<file path="config.mk">
export PLATFORM = sky130hd
export DESIGN_NAME = murmur3_key_hash_bucket
export DESIGN_NICKNAME = d
export VERILOG_FILES = /design/src/sv/mmh_pkg.sv /design/src/sv/mmh_front.sv /design/src/sv/mmh_cmd_queue.sv /design/src/sv/mmh_back.sv /design/src/sv/murmur3_key_hash_bucket.sv
export SDC_FILE = /design/constraint.sdc
export NUM_CORES = 2
export LEC_CHECK = 0
export BUFFER_PORTS_ARGS = -buffer_cell sky130_fd_sc_hd__buf_2
export CELL_PAD_IN_SITES_DETAIL_PLACEMENT = 1
export CELL_PAD_IN_SITES_GLOBAL_PLACEMENT = 1
export CORE_MARGIN = 2
export CORE_UTILIZATION = 30
export CTS_CLUSTER_SIZE = 28
export DETAILED_ROUTE_END_ITERATION = 10
export GPL_TIMING_DRIVEN = 0
export PLACE_DENSITY = 0.56
export SYNTH_ARGS = -nofsm -noshare
export SYNTH_HDL_FRONTEND = slang
export SYNTH_SLANG_ARGS = --single-unit
</file>
<file path="constraint.sdc">
create_clock -name aclk -period 13.74 [get_ports aclk]
set_clock_uncertainty 0.15 [all_clocks]
set_input_delay 1.374 -clock aclk [delete_from_list [all_inputs] [get_ports aclk]]
set_output_delay 1.374 -clock aclk [all_outputs]
set_load 0.01 [all_outputs]
</file>
<file path="src/sv/mmh_pkg.sv">
`default_nettype none

package mmh_pkg;

    // mixing constants of the x86_32 variant
    localparam logic [31:0] MIX_C1 = 32'hcc9e2d51;
    localparam logic [31:0] MIX_C2 = 32'h1b873593;
    localparam logic [31:0] MIX_N  = 32'he6546b64;
    localparam logic [31:0] FIN_C1 = 32'h85ebca6b;
    localparam logic [31:0] FIN_C2 = 32'hc2b2ae35;

    // register reset values
    localparam logic [31:0] SEED_RESET        = 32'd123;
    localparam logic [4:0]  BUCKET_BITS_RESET = 5'd4;

    // configuration register indexes
    typedef logic [0:0] mmh_cfg_idx_t;
    localparam mmh_cfg_idx_t CFG_SEED        = 1'b0;
    localparam mmh_cfg_idx_t CFG_BUCKET_BITS = 1'b1;

    // command queue geometry
    localparam int QDEPTH = 4;
    localparam int QAW    = $clog2(QDEPTH);
    localparam int QCW    = $clog2(QDEPTH + 1);

    // one unit of work handed from front to back
    typedef struct packed {
        logic        start;     // load running hash from seed first
        logic [31:0] seed;
        logic        do_chunk;  // mix a full 4-byte chunk
        logic [31:0] chunk;
        logic        do_final;  // finalize and emit the key's hash
        logic        has_tail;
        logic [23:0] tail;
        logic [31:0] length;
    } mmh_cmd_t;

    // queue status seen by both sides
    typedef struct packed {
        logic           empty;
        logic           full;
        logic [QCW-1:0] count;
    } mmh_qstat_t;

    // back-end sequencer states
    typedef enum logic [3:0] {
        ST_IDLE,
        ST_CK_MUL1,
        ST_CK_MUL2,
        ST_CK_ACC,
        ST_TL_MUL1,
        ST_TL_MUL2,
        ST_TL_ACC,
        ST_FN_MUL1,
        ST_FN_MUL2,
        ST_FN_OUT
    } mmh_state_t;

    function automatic logic [31:0] rotl15(input logic [31:0] v);
        return {v[16:0], v[31:17]};
    endfunction

    function automatic logic [31:0] rotl13(input logic [31:0] v);
        return {v[18:0], v[31:19]};
    endfunction

endpackage

`default_nettype wire

</file>
<file path="src/sv/mmh_front.sv">
`default_nettype none

module mmh_front
    import mmh_pkg::*;
(
    input  wire logic        aclk,
    input  wire logic        aresetn,
    input  wire logic        s_axis_tvalid,
    output logic             s_axis_tready,
    input  wire logic [7:0]  s_axis_tdata,   // [7:0] key_byte
    input  wire logic        s_axis_tuser,   // [0] has_byte
    input  wire logic        s_axis_tlast,   // last_byte
    input  wire logic [31:0] seed_i,
    input  wire mmh_qstat_t  q_stat,
    output logic             q_push,
    output mmh_cmd_t         q_cmd
);

    logic        in_key_reg, in_key_next;
    logic        start_pend_reg, start_pend_next;
    logic [31:0] key_seed_reg, key_seed_next;
    logic [23:0] partial_reg, partial_next;
    logic [1:0]  pos_reg, pos_next;
    logic [31:0] len_reg, len_next;

    logic        accept;
    logic        has;
    logic        chunk_done;
    logic [23:0] partial_ins;
    logic [23:0] upd_partial;
    logic [1:0]  upd_pos;
    logic [31:0] upd_len;

    assign s_axis_tready = !q_stat.full;
    assign accept        = s_axis_tvalid && !q_stat.full;
    assign has           = s_axis_tuser;
    assign chunk_done    = has && (pos_reg == 2'd3);

    // place the byte at its little-endian lane
    always_comb begin
        case (pos_reg)
            2'd0:    partial_ins = {16'd0, s_axis_tdata};
            2'd1:    partial_ins = {8'd0, s_axis_tdata, partial_reg[7:0]};
            2'd2:    partial_ins = {s_axis_tdata, partial_reg[15:0]};
            default: partial_ins = partial_reg;
        endcase
    end

    // gather state after this item's byte
    always_comb begin
        upd_partial = partial_reg;
        upd_pos     = pos_reg;
        upd_len     = len_reg;
        if (has) begin
            upd_len = len_reg + 32'd1;
            if (pos_reg == 2'd3) begin
                upd_partial = '0;
                upd_pos     = 2'd0;
            end else begin
                upd_partial = partial_ins;
                upd_pos     = pos_reg + 2'd1;
            end
        end
    end

    // command only for a finished chunk or the key's end
    assign q_push = accept && (chunk_done || s_axis_tlast);

    always_comb begin
        q_cmd.start    = (!in_key_reg && (has || s_axis_tlast)) || start_pend_reg;
        q_cmd.seed     = in_key_reg ? key_seed_reg : seed_i;
        q_cmd.do_chunk = chunk_done;
        q_cmd.chunk    = {s_axis_tdata, partial_reg};
        q_cmd.do_final = s_axis_tlast;
        q_cmd.has_tail = (upd_pos != 2'd0);
        q_cmd.tail     = upd_partial;
        q_cmd.length   = upd_len;
    end

    // next key state
    always_comb begin
        in_key_next     = in_key_reg;
        start_pend_next = start_pend_reg;
        key_seed_next   = key_seed_reg;
        partial_next    = partial_reg;
        pos_next        = pos_reg;
        len_next        = len_reg;
        if (accept) begin
            partial_next = upd_partial;
            pos_next     = upd_pos;
            len_next     = upd_len;
            if (has) begin
                in_key_next = 1'b1;
                if (!in_key_reg) begin
                    key_seed_next   = seed_i;
                    start_pend_next = 1'b1;
                end
            end
            if (q_push) begin
                start_pend_next = 1'b0;
            end
            if (s_axis_tlast) begin
                in_key_next     = 1'b0;
                start_pend_next = 1'b0;
                partial_next    = '0;
                pos_next        = 2'd0;
                len_next        = '0;
            end
        end
    end

    always_ff @(posedge aclk) begin
        if (!aresetn) begin
            in_key_reg     <= 1'b0;
            start_pend_reg <= 1'b0;
            partial_reg    <= '0;
            pos_reg        <= 2'd0;
            len_reg        <= '0;
        end else begin
            in_key_reg     <= in_key_next;
            start_pend_reg <= start_pend_next;
            partial_reg    <= partial_next;
            pos_reg        <= pos_next;
            len_reg        <= len_next;
        end
    end

    always_ff @(posedge aclk) begin
        key_seed_reg <= key_seed_next;
    end

endmodule

`default_nettype wire

</file>
<file path="src/sv/mmh_cmd_queue.sv">
`default_nettype none

module mmh_cmd_queue
    import mmh_pkg::*;
(
    input  wire logic aclk,
    input  wire logic aresetn,
    input  wire logic push,
    input  wire mmh_cmd_t push_cmd,
    input  wire logic pop,
    output mmh_cmd_t  head_cmd,
    output mmh_qstat_t stat
);

    mmh_cmd_t       mem_reg [QDEPTH];
    logic [QAW-1:0] wr_ptr_reg, wr_ptr_next;
    logic [QAW-1:0] rd_ptr_reg, rd_ptr_next;
    logic [QCW-1:0] count_reg, count_next;

    assign stat.count = count_reg;
    assign stat.empty = (count_reg == '0);
    assign stat.full  = (count_reg == QCW'(QDEPTH));
    assign head_cmd   = mem_reg[rd_ptr_reg];

    // pointer and fill count
    always_comb begin
        wr_ptr_next = wr_ptr_reg;
        rd_ptr_next = rd_ptr_reg;
        count_next  = count_reg;
        if (push) begin
            wr_ptr_next = wr_ptr_reg + QAW'(1);
        end
        if (pop) begin
            rd_ptr_next = rd_ptr_reg + QAW'(1);
        end
        if (push && !pop) begin
            count_next = count_reg + QCW'(1);
        end else if (pop && !push) begin
            count_next = count_reg - QCW'(1);
        end
    end

    always_ff @(posedge aclk) begin
        if (!aresetn) begin
            wr_ptr_reg <= '0;
            rd_ptr_reg <= '0;
            count_reg  <= '0;
        end else begin
            wr_ptr_reg <= wr_ptr_next;
            rd_ptr_reg <= rd_ptr_next;
            count_reg  <= count_next;
        end
    end

    // storage
    always_ff @(posedge aclk) begin
        if (push) begin
            mem_reg[wr_ptr_reg] <= push_cmd;
        end
    end

endmodule

`default_nettype wire

</file>
<file path="src/sv/mmh_back.sv">
`default_nettype none

module mmh_back
    import mmh_pkg::*;
(
    input  wire logic        aclk,
    input  wire logic        aresetn,
    input  wire mmh_qstat_t  q_stat,
    input  wire mmh_cmd_t    q_head,
    output logic             q_pop,
    input  wire logic [4:0]  bucket_bits_i,
    output logic             m_axis_tvalid,
    input  wire logic        m_axis_tready,
    output logic [63:0]      m_axis_tdata    // [31:0] hash_value, [62:32] bucket_index
);

    mmh_state_t  state_reg, state_next;
    mmh_cmd_t    cmd_reg, cmd_next;
    logic [31:0] h_reg, h_next;
    logic [31:0] prod_reg, prod_next;
    logic        out_valid_reg, out_valid_next;
    logic [31:0] out_hash_reg, out_hash_next;
    logic [30:0] out_bucket_reg, out_bucket_next;

    logic [31:0] mul_a;
    logic [31:0] mul_b;
    logic [31:0] mul_full;
    logic [31:0] t0;
    logic [31:0] t1;
    logic [31:0] bucket_mask;

    // one shared 32x32 multiplier, low word kept
    assign mul_full    = mul_a * mul_b;
    assign bucket_mask = (32'd1 << bucket_bits_i) - 32'd1;

    always_ff @(posedge aclk) begin
        if (!aresetn) begin
            state_reg     <= ST_IDLE;
            out_valid_reg <= 1'b0;
        end else begin
            state_reg     <= state_next;
            out_valid_reg <= out_valid_next;
        end
    end

    always_ff @(posedge aclk) begin
        cmd_reg        <= cmd_next;
        h_reg          <= h_next;
        prod_reg       <= prod_next;
        out_hash_reg   <= out_hash_next;
        out_bucket_reg <= out_bucket_next;
    end

    // sequencer: chunk mix, tail mix, final avalanche
    always_comb begin
        state_next      = state_reg;
        cmd_next        = cmd_reg;
        h_next          = h_reg;
        prod_next       = prod_reg;
        out_hash_next   = out_hash_reg;
        out_bucket_next = out_bucket_reg;
        out_valid_next  = out_valid_reg && !m_axis_tready;
        q_pop           = 1'b0;
        mul_a           = prod_reg;
        mul_b           = MIX_C1;
        t0              = '0;
        t1              = '0;
        unique case (state_reg)
            ST_IDLE: begin
                if (!q_stat.empty) begin
                    q_pop    = 1'b1;
                    cmd_next = q_head;
                    if (q_head.start) begin
                        h_next = q_head.seed;
                    end
                    if (q_head.do_chunk) begin
                        state_next = ST_CK_MUL1;
                    end else if (q_head.has_tail) begin
                        state_next = ST_TL_MUL1;
                    end else begin
                        state_next = ST_FN_MUL1;
                    end
                end
            end
            ST_CK_MUL1: begin
                mul_a      = cmd_reg.chunk;
                mul_b      = MIX_C1;
                prod_next  = mul_full[31:0];
                state_next = ST_CK_MUL2;
            end
            ST_CK_MUL2: begin
                mul_a      = rotl15(prod_reg);
                mul_b      = MIX_C2;
                prod_next  = mul_full[31:0];
                state_next = ST_CK_ACC;
            end
            ST_CK_ACC: begin
                // h * 5 as shift and add
                t0     = rotl13(h_reg ^ prod_reg);
                h_next = {t0[29:0], 2'b00} + t0 + MIX_N;
                if (!cmd_reg.do_final) begin
                    state_next = ST_IDLE;
                end else if (cmd_reg.has_tail) begin
                    state_next = ST_TL_MUL1;
                end else begin
                    state_next = ST_FN_MUL1;
                end
            end
            ST_TL_MUL1: begin
                mul_a      = {8'd0, cmd_reg.tail};
                mul_b      = MIX_C1;
                prod_next  = mul_full[31:0];
                state_next = ST_TL_MUL2;
            end
            ST_TL_MUL2: begin
                mul_a      = rotl15(prod_reg);
                mul_b      = MIX_C2;
                prod_next  = mul_full[31:0];
                state_next = ST_TL_ACC;
            end
            ST_TL_ACC: begin
                h_next     = h_reg ^ prod_reg;
                state_next = ST_FN_MUL1;
            end
            ST_FN_MUL1: begin
                t0         = h_reg ^ cmd_reg.length;
                t1         = t0 ^ (t0 >> 16);
                mul_a      = t1;
                mul_b      = FIN_C1;
                prod_next  = mul_full[31:0];
                state_next = ST_FN_MUL2;
            end
            ST_FN_MUL2: begin
                t0         = prod_reg ^ (prod_reg >> 13);
                mul_a      = t0;
                mul_b      = FIN_C2;
                prod_next  = mul_full[31:0];
                state_next = ST_FN_OUT;
            end
            ST_FN_OUT: begin
                // wait for the output register to free up
                t0 = prod_reg ^ (prod_reg >> 16);
                t1 = t0 & bucket_mask;
                if (!out_valid_reg || m_axis_tready) begin
                    out_valid_next  = 1'b1;
                    out_hash_next   = t0;
                    out_bucket_next = t1[30:0];
                    state_next      = ST_IDLE;
                end
            end
            default: begin
                state_next = ST_IDLE;
            end
        endcase
    end

    assign m_axis_tvalid = out_valid_reg;
    assign m_axis_tdata  = {1'b0, out_bucket_reg, out_hash_reg};

endmodule

`default_nettype wire

</file>
<file path="src/sv/murmur3_key_hash_bucket.sv">
// channel   dir  handshake                    payload
// s_axis    in   s_axis_tvalid/s_axis_tready  tdata key_byte, tuser has_byte, tlast last_byte
// m_axis    out  m_axis_tvalid/m_axis_tready  tdata hash_value, bucket_index
// cfg       in   cfg_we (no ready)            cfg_addr register index, cfg_wdata value
//
// the front takes one item per cycle while the 4-entry command queue has room
// each full chunk takes the back through a pop, two multiplies and an accumulate
// a key end adds an optional tail mix, two finalize multiplies and an output step,
// plus any output stall; the multiplies share the single 32x32 multiplier
// reset is synchronous, active low, and needs no clearing pass
// the output register lets the back finish a key while the last result waits
`default_nettype none

module murmur3_key_hash_bucket
    import mmh_pkg::*;
(
    input  wire logic        aclk,
    input  wire logic        aresetn,
    input  wire logic        s_axis_tvalid,
    output logic             s_axis_tready,
    input  wire logic [7:0]  s_axis_tdata,   // [7:0] key_byte
    input  wire logic        s_axis_tuser,   // [0] has_byte
    input  wire logic        s_axis_tlast,   // last_byte
    output logic             m_axis_tvalid,
    input  wire logic        m_axis_tready,
    output logic [63:0]      m_axis_tdata,   // [31:0] hash_value, [62:32] bucket_index
    input  wire logic        cfg_we,
    input  wire mmh_cfg_idx_t cfg_addr,
    input  wire logic [31:0] cfg_wdata
);

    logic [31:0] seed_reg, seed_next;
    logic [4:0]  bucket_bits_reg, bucket_bits_next;

    mmh_qstat_t  q_stat;
    mmh_cmd_t    q_push_cmd;
    mmh_cmd_t    q_head;
    logic        q_push;
    logic        q_pop;

    // configuration writes
    always_comb begin
        seed_next        = seed_reg;
        bucket_bits_next = bucket_bits_reg;
        if (cfg_we) begin
            unique case (cfg_addr)
                CFG_SEED:        seed_next        = cfg_wdata;
                CFG_BUCKET_BITS: bucket_bits_next = cfg_wdata[4:0];
                default: ;
            endcase
        end
    end

    always_ff @(posedge aclk) begin
        if (!aresetn) begin
            seed_reg        <= SEED_RESET;
            bucket_bits_reg <= BUCKET_BITS_RESET;
        end else begin
            seed_reg        <= seed_next;
            bucket_bits_reg <= bucket_bits_next;
        end
    end

    mmh_front u_front (
        .aclk          (aclk),
        .aresetn       (aresetn),
        .s_axis_tvalid (s_axis_tvalid),
        .s_axis_tready (s_axis_tready),
        .s_axis_tdata  (s_axis_tdata),
        .s_axis_tuser  (s_axis_tuser),
        .s_axis_tlast  (s_axis_tlast),
        .seed_i        (seed_reg),
        .q_stat        (q_stat),
        .q_push        (q_push),
        .q_cmd         (q_push_cmd)
    );

    mmh_cmd_queue u_queue (
        .aclk     (aclk),
        .aresetn  (aresetn),
        .push     (q_push),
        .push_cmd (q_push_cmd),
        .pop      (q_pop),
        .head_cmd (q_head),
        .stat     (q_stat)
    );

    mmh_back u_back (
        .aclk          (aclk),
        .aresetn       (aresetn),
        .q_stat        (q_stat),
        .q_head        (q_head),
        .q_pop         (q_pop),
        .bucket_bits_i (bucket_bits_reg),
        .m_axis_tvalid (m_axis_tvalid),
        .m_axis_tready (m_axis_tready),
        .m_axis_tdata  (m_axis_tdata)
    );

`ifndef SYNTHESIS
    // no command is written into a full queue
    a_push_not_full: assert property (@(posedge aclk) disable iff (!aresetn)
        q_push |-> !q_stat.full)
        else $error("command pushed into full queue");

    // the back never takes from an empty queue
    a_pop_not_empty: assert property (@(posedge aclk) disable iff (!aresetn)
        q_pop |-> !q_stat.empty)
        else $error("command popped from empty queue");

    // fill count stays within depth
    a_count_range: assert property (@(posedge aclk) disable iff (!aresetn)
        q_stat.count <= QCW'(QDEPTH))
        else $error("queue count out of range");
`endif

endmodule

`default_nettype wire
</file>
==> impl_metrics.env <==
export IMPL_status="complete, but fails checks"
export IMPL_violations="capacitance limit, slew limit"
export IMPL_nNetsFinal=4796
export IMPL_nFillCells=17780
export IMPL_worst_hold_slack_ns=0.3046
export IMPL_synthArstFlopShare=0
export IMPL_synth_area_leaders="edfxtp_1 44%, fa_1 16%, mux4_2 5.5%, ha_1 5.1%, inv_1 4.5%"
export IMPL_placed_cell_area_mm2=0.05422
export IMPL_crit_slowest_cell="buf_1"
export IMPL_hold_depth=0
export IMPL_root_buffer="clkbuf_16"
export IMPL_insertion_delay_ns=0.74
export IMPL_maxCapViolCount=1
export IMPL_clock_sinks=856
export IMPL_dieHeight_um=414.5
export IMPL_firstDrtPassIters=5
export IMPL_pin_count=114
export IMPL_drive_gt1_frac=0.1168
export IMPL_largest_reg_flops=496
export IMPL_min_period_over_period=0.8573
export IMPL_relSlewSlack=-0.01854
export IMPL_syn_area_per_cell_um2=12.87
export IMPL_r2r_start="u_back.state_reg[1]"
export IMPL_dieArea_mm2=0.1718
export IMPL_initial_core_util=0.3022
export IMPL_yosysTopAreaCell="edfxtp_1"
export IMPL_period_minus_slack_ns=11.78
export IMPL_fin_setup_tns_ns=0
export IMPL_min_from="u_back.prod_reg[30]"
export IMPL_synth_seq_cells=856
export IMPL_max_clock_freq_mhz=84.90
export IMPL_yosys_most_used_dff="edfxtp_1"
export IMPL_pre_cts_slack_ns=1.936
export IMPL_vias=31800
export IMPL_finalHoldViolations=0
export IMPL_synth_cell_types=84
export IMPL_drt_wl_total_um=175600
export IMPL_worstSetupPathType="flop to flop"
export IMPL_max_slew_worst_pin_slew_ns=1.516
export IMPL_syn_area_mm2=0.05054
export IMPL_rsz0062_at_grt="false"
export IMPL_yosysSeqAreaShare=0.4866
export IMPL_gr_total_overflow=0
export IMPL_post_cts_resized=0
export IMPL_cpMostUsedCell="fa_1"
export IMPL_endpoint_kind="flop"
export IMPL_postCtsSetupRepairBufs=0
export IMPL_cts_hold_buffers_added=0
export IMPL_cts_tree="yes"
export IMPL_grt_pass1_wl_um=251500
export IMPL_slowest_delay_ns=0.93
export IMPL_synth_edf_count=745
export IMPL_cts_buffer_depth=3
export IMPL_synth_top_cells_by_count="745 x edfxtp_1, 604 x inv_1, 392 x fa_1"
export IMPL_grt_max_degree=60
export IMPL_numCtsBuffers=96
export IMPL_io_buffers=110
export IMPL_synth_top_cell_area_share=0.4426
export IMPL_antenna_found_initial=15
export IMPL_final_setup_viol_count=0
export IMPL_viasPerCell=4.941
export IMPL_rows=150
export IMPL_wire_per_inst_um=27.27
export IMPL_hp_class="flop to flop"
export IMPL_syn_nets=4573
export IMPL_clkSlewWorstSetupHoldPaths_ns=0.06
export IMPL_gp_congestion=0.9887
export IMPL_critPathLaunch="u_back.state_reg[1]"
export IMPL_final_cell_area_mm2=0.05741
export IMPL_reg2regPathDepth=30
export IMPL_die_x_um=414.5
export IMPL_ys_warn_count=0
export IMPL_multi_input_area_mm2=0.02301
export IMPL_hpwl_um=136700
export IMPL_grt_pass1_vias=33950
export IMPL_core_area_mm2=0.1672
export IMPL_ff_latch_area_mm2=0.02459
export IMPL_yosysMostFrequentCell="edfxtp_1"
export IMPL_drv_slew=4
export IMPL_startpoint_type="flop"
export IMPL_drcViolationCount=0
export IMPL_setup_slack_ns=1.961
export IMPL_worstPathRequired_ns=14.03
export IMPL_drtAntennaViolNets=0
export IMPL_worst_endpoint_arrival_ns=12.07
export IMPL_grt_usage=0.2037
export IMPL_syn_to_final_growth_pct=13.58
export IMPL_syn_inst=3927
export IMPL_htree_levels=3
export IMPL_first_iter_violations=2507
export IMPL_worstPathMaxFanout=10
cell usage in the layout (no fill, tap or decap), types with 70 or more instances in the layout:
master     synthesis  final
clkbuf_16          0     96
mux4_2           124    124
nor2_1           187    187
clkbuf_1         137    153
xnor2_1          157    157
a21oi_1          107    107
xor2_1            89     89
edfxtp_1         745    745
dfxtp_1          111    111
o21ai_0           70     70
buf_2             13    123
nand2_1          292    291
inv_1            604    603
ha_1             206    206
fa_1             392    392
worst max-delay path, delay by kind of cell, from the launching register on:
kind / cells / cell delay (ns)
fa+ha+maj: 9 / 4.27
buf+inv: 12 / 3.63
compound gates: 5 / 2.21
simple gates: 3 / 0.77
flops: 1 / 0.30
xor+xnor: 1 / 0.13
logic make-up after synthesis:
family,count (synthesis),share of synthesized area
flip-flops,856,0.4866
adder cells (fa/ha/maj),598,0.2063
multiplexers,167,0.06461
buffers and inverters,781,0.05862
XOR/XNOR,248,0.04355
other,1,0.00007420
AND/OR/NAND/NOR,785,0.07372
AO/OA/AOI/OAI,491,0.06655
metal layers:
metal | track usage | vias to the layer above | wire [um]
met2 | 0.3269 | 868 | 80970
met1 | 0.2820 | 16740 | 79480
met3 | 0.02839 | 253 | 8330
met4 | 0.07109 | 6 | 6742
li1 | - | 13940 | -
met5 | 0 | - | 34
per-stage QoR:
stage	util	cells
final	0.3433	6437
after CTS	0.3432	6434
after detailed placement	0.3243	6255
after global routing	0.3433	6435
after floorplan	-	3927
after global placement	0.3220	6241
path summary, 6_finish.rpt:
check | end | slack, ns
setup / recovery | u_back.prod_reg[30] | 1.96
hold / removal | u_back.out_hash_reg[30] | 0.30
setup reg to reg | u_back.prod_reg[30] | 1.96
hold reg to reg | u_back.out_hash_reg[30] | 0.30
cell type report:
type	count	share of cell area
Inverter	605	0.03956
Buffer	176	0.01225
Sequential cell	856	0.4284
Clock buffer	123	0.04431
Multi-Input combinational cell	2290	0.4008
Clock inverter	56	0.01077
Timing Repair Buffer	125	0.01582
Tap cell	2204	0.04804
Antenna cell	2	0.00008718
Power is left out: the tool's default activity adds up to more than one toggle a clock period on the data nets, which glitch-free logic cannot reach.
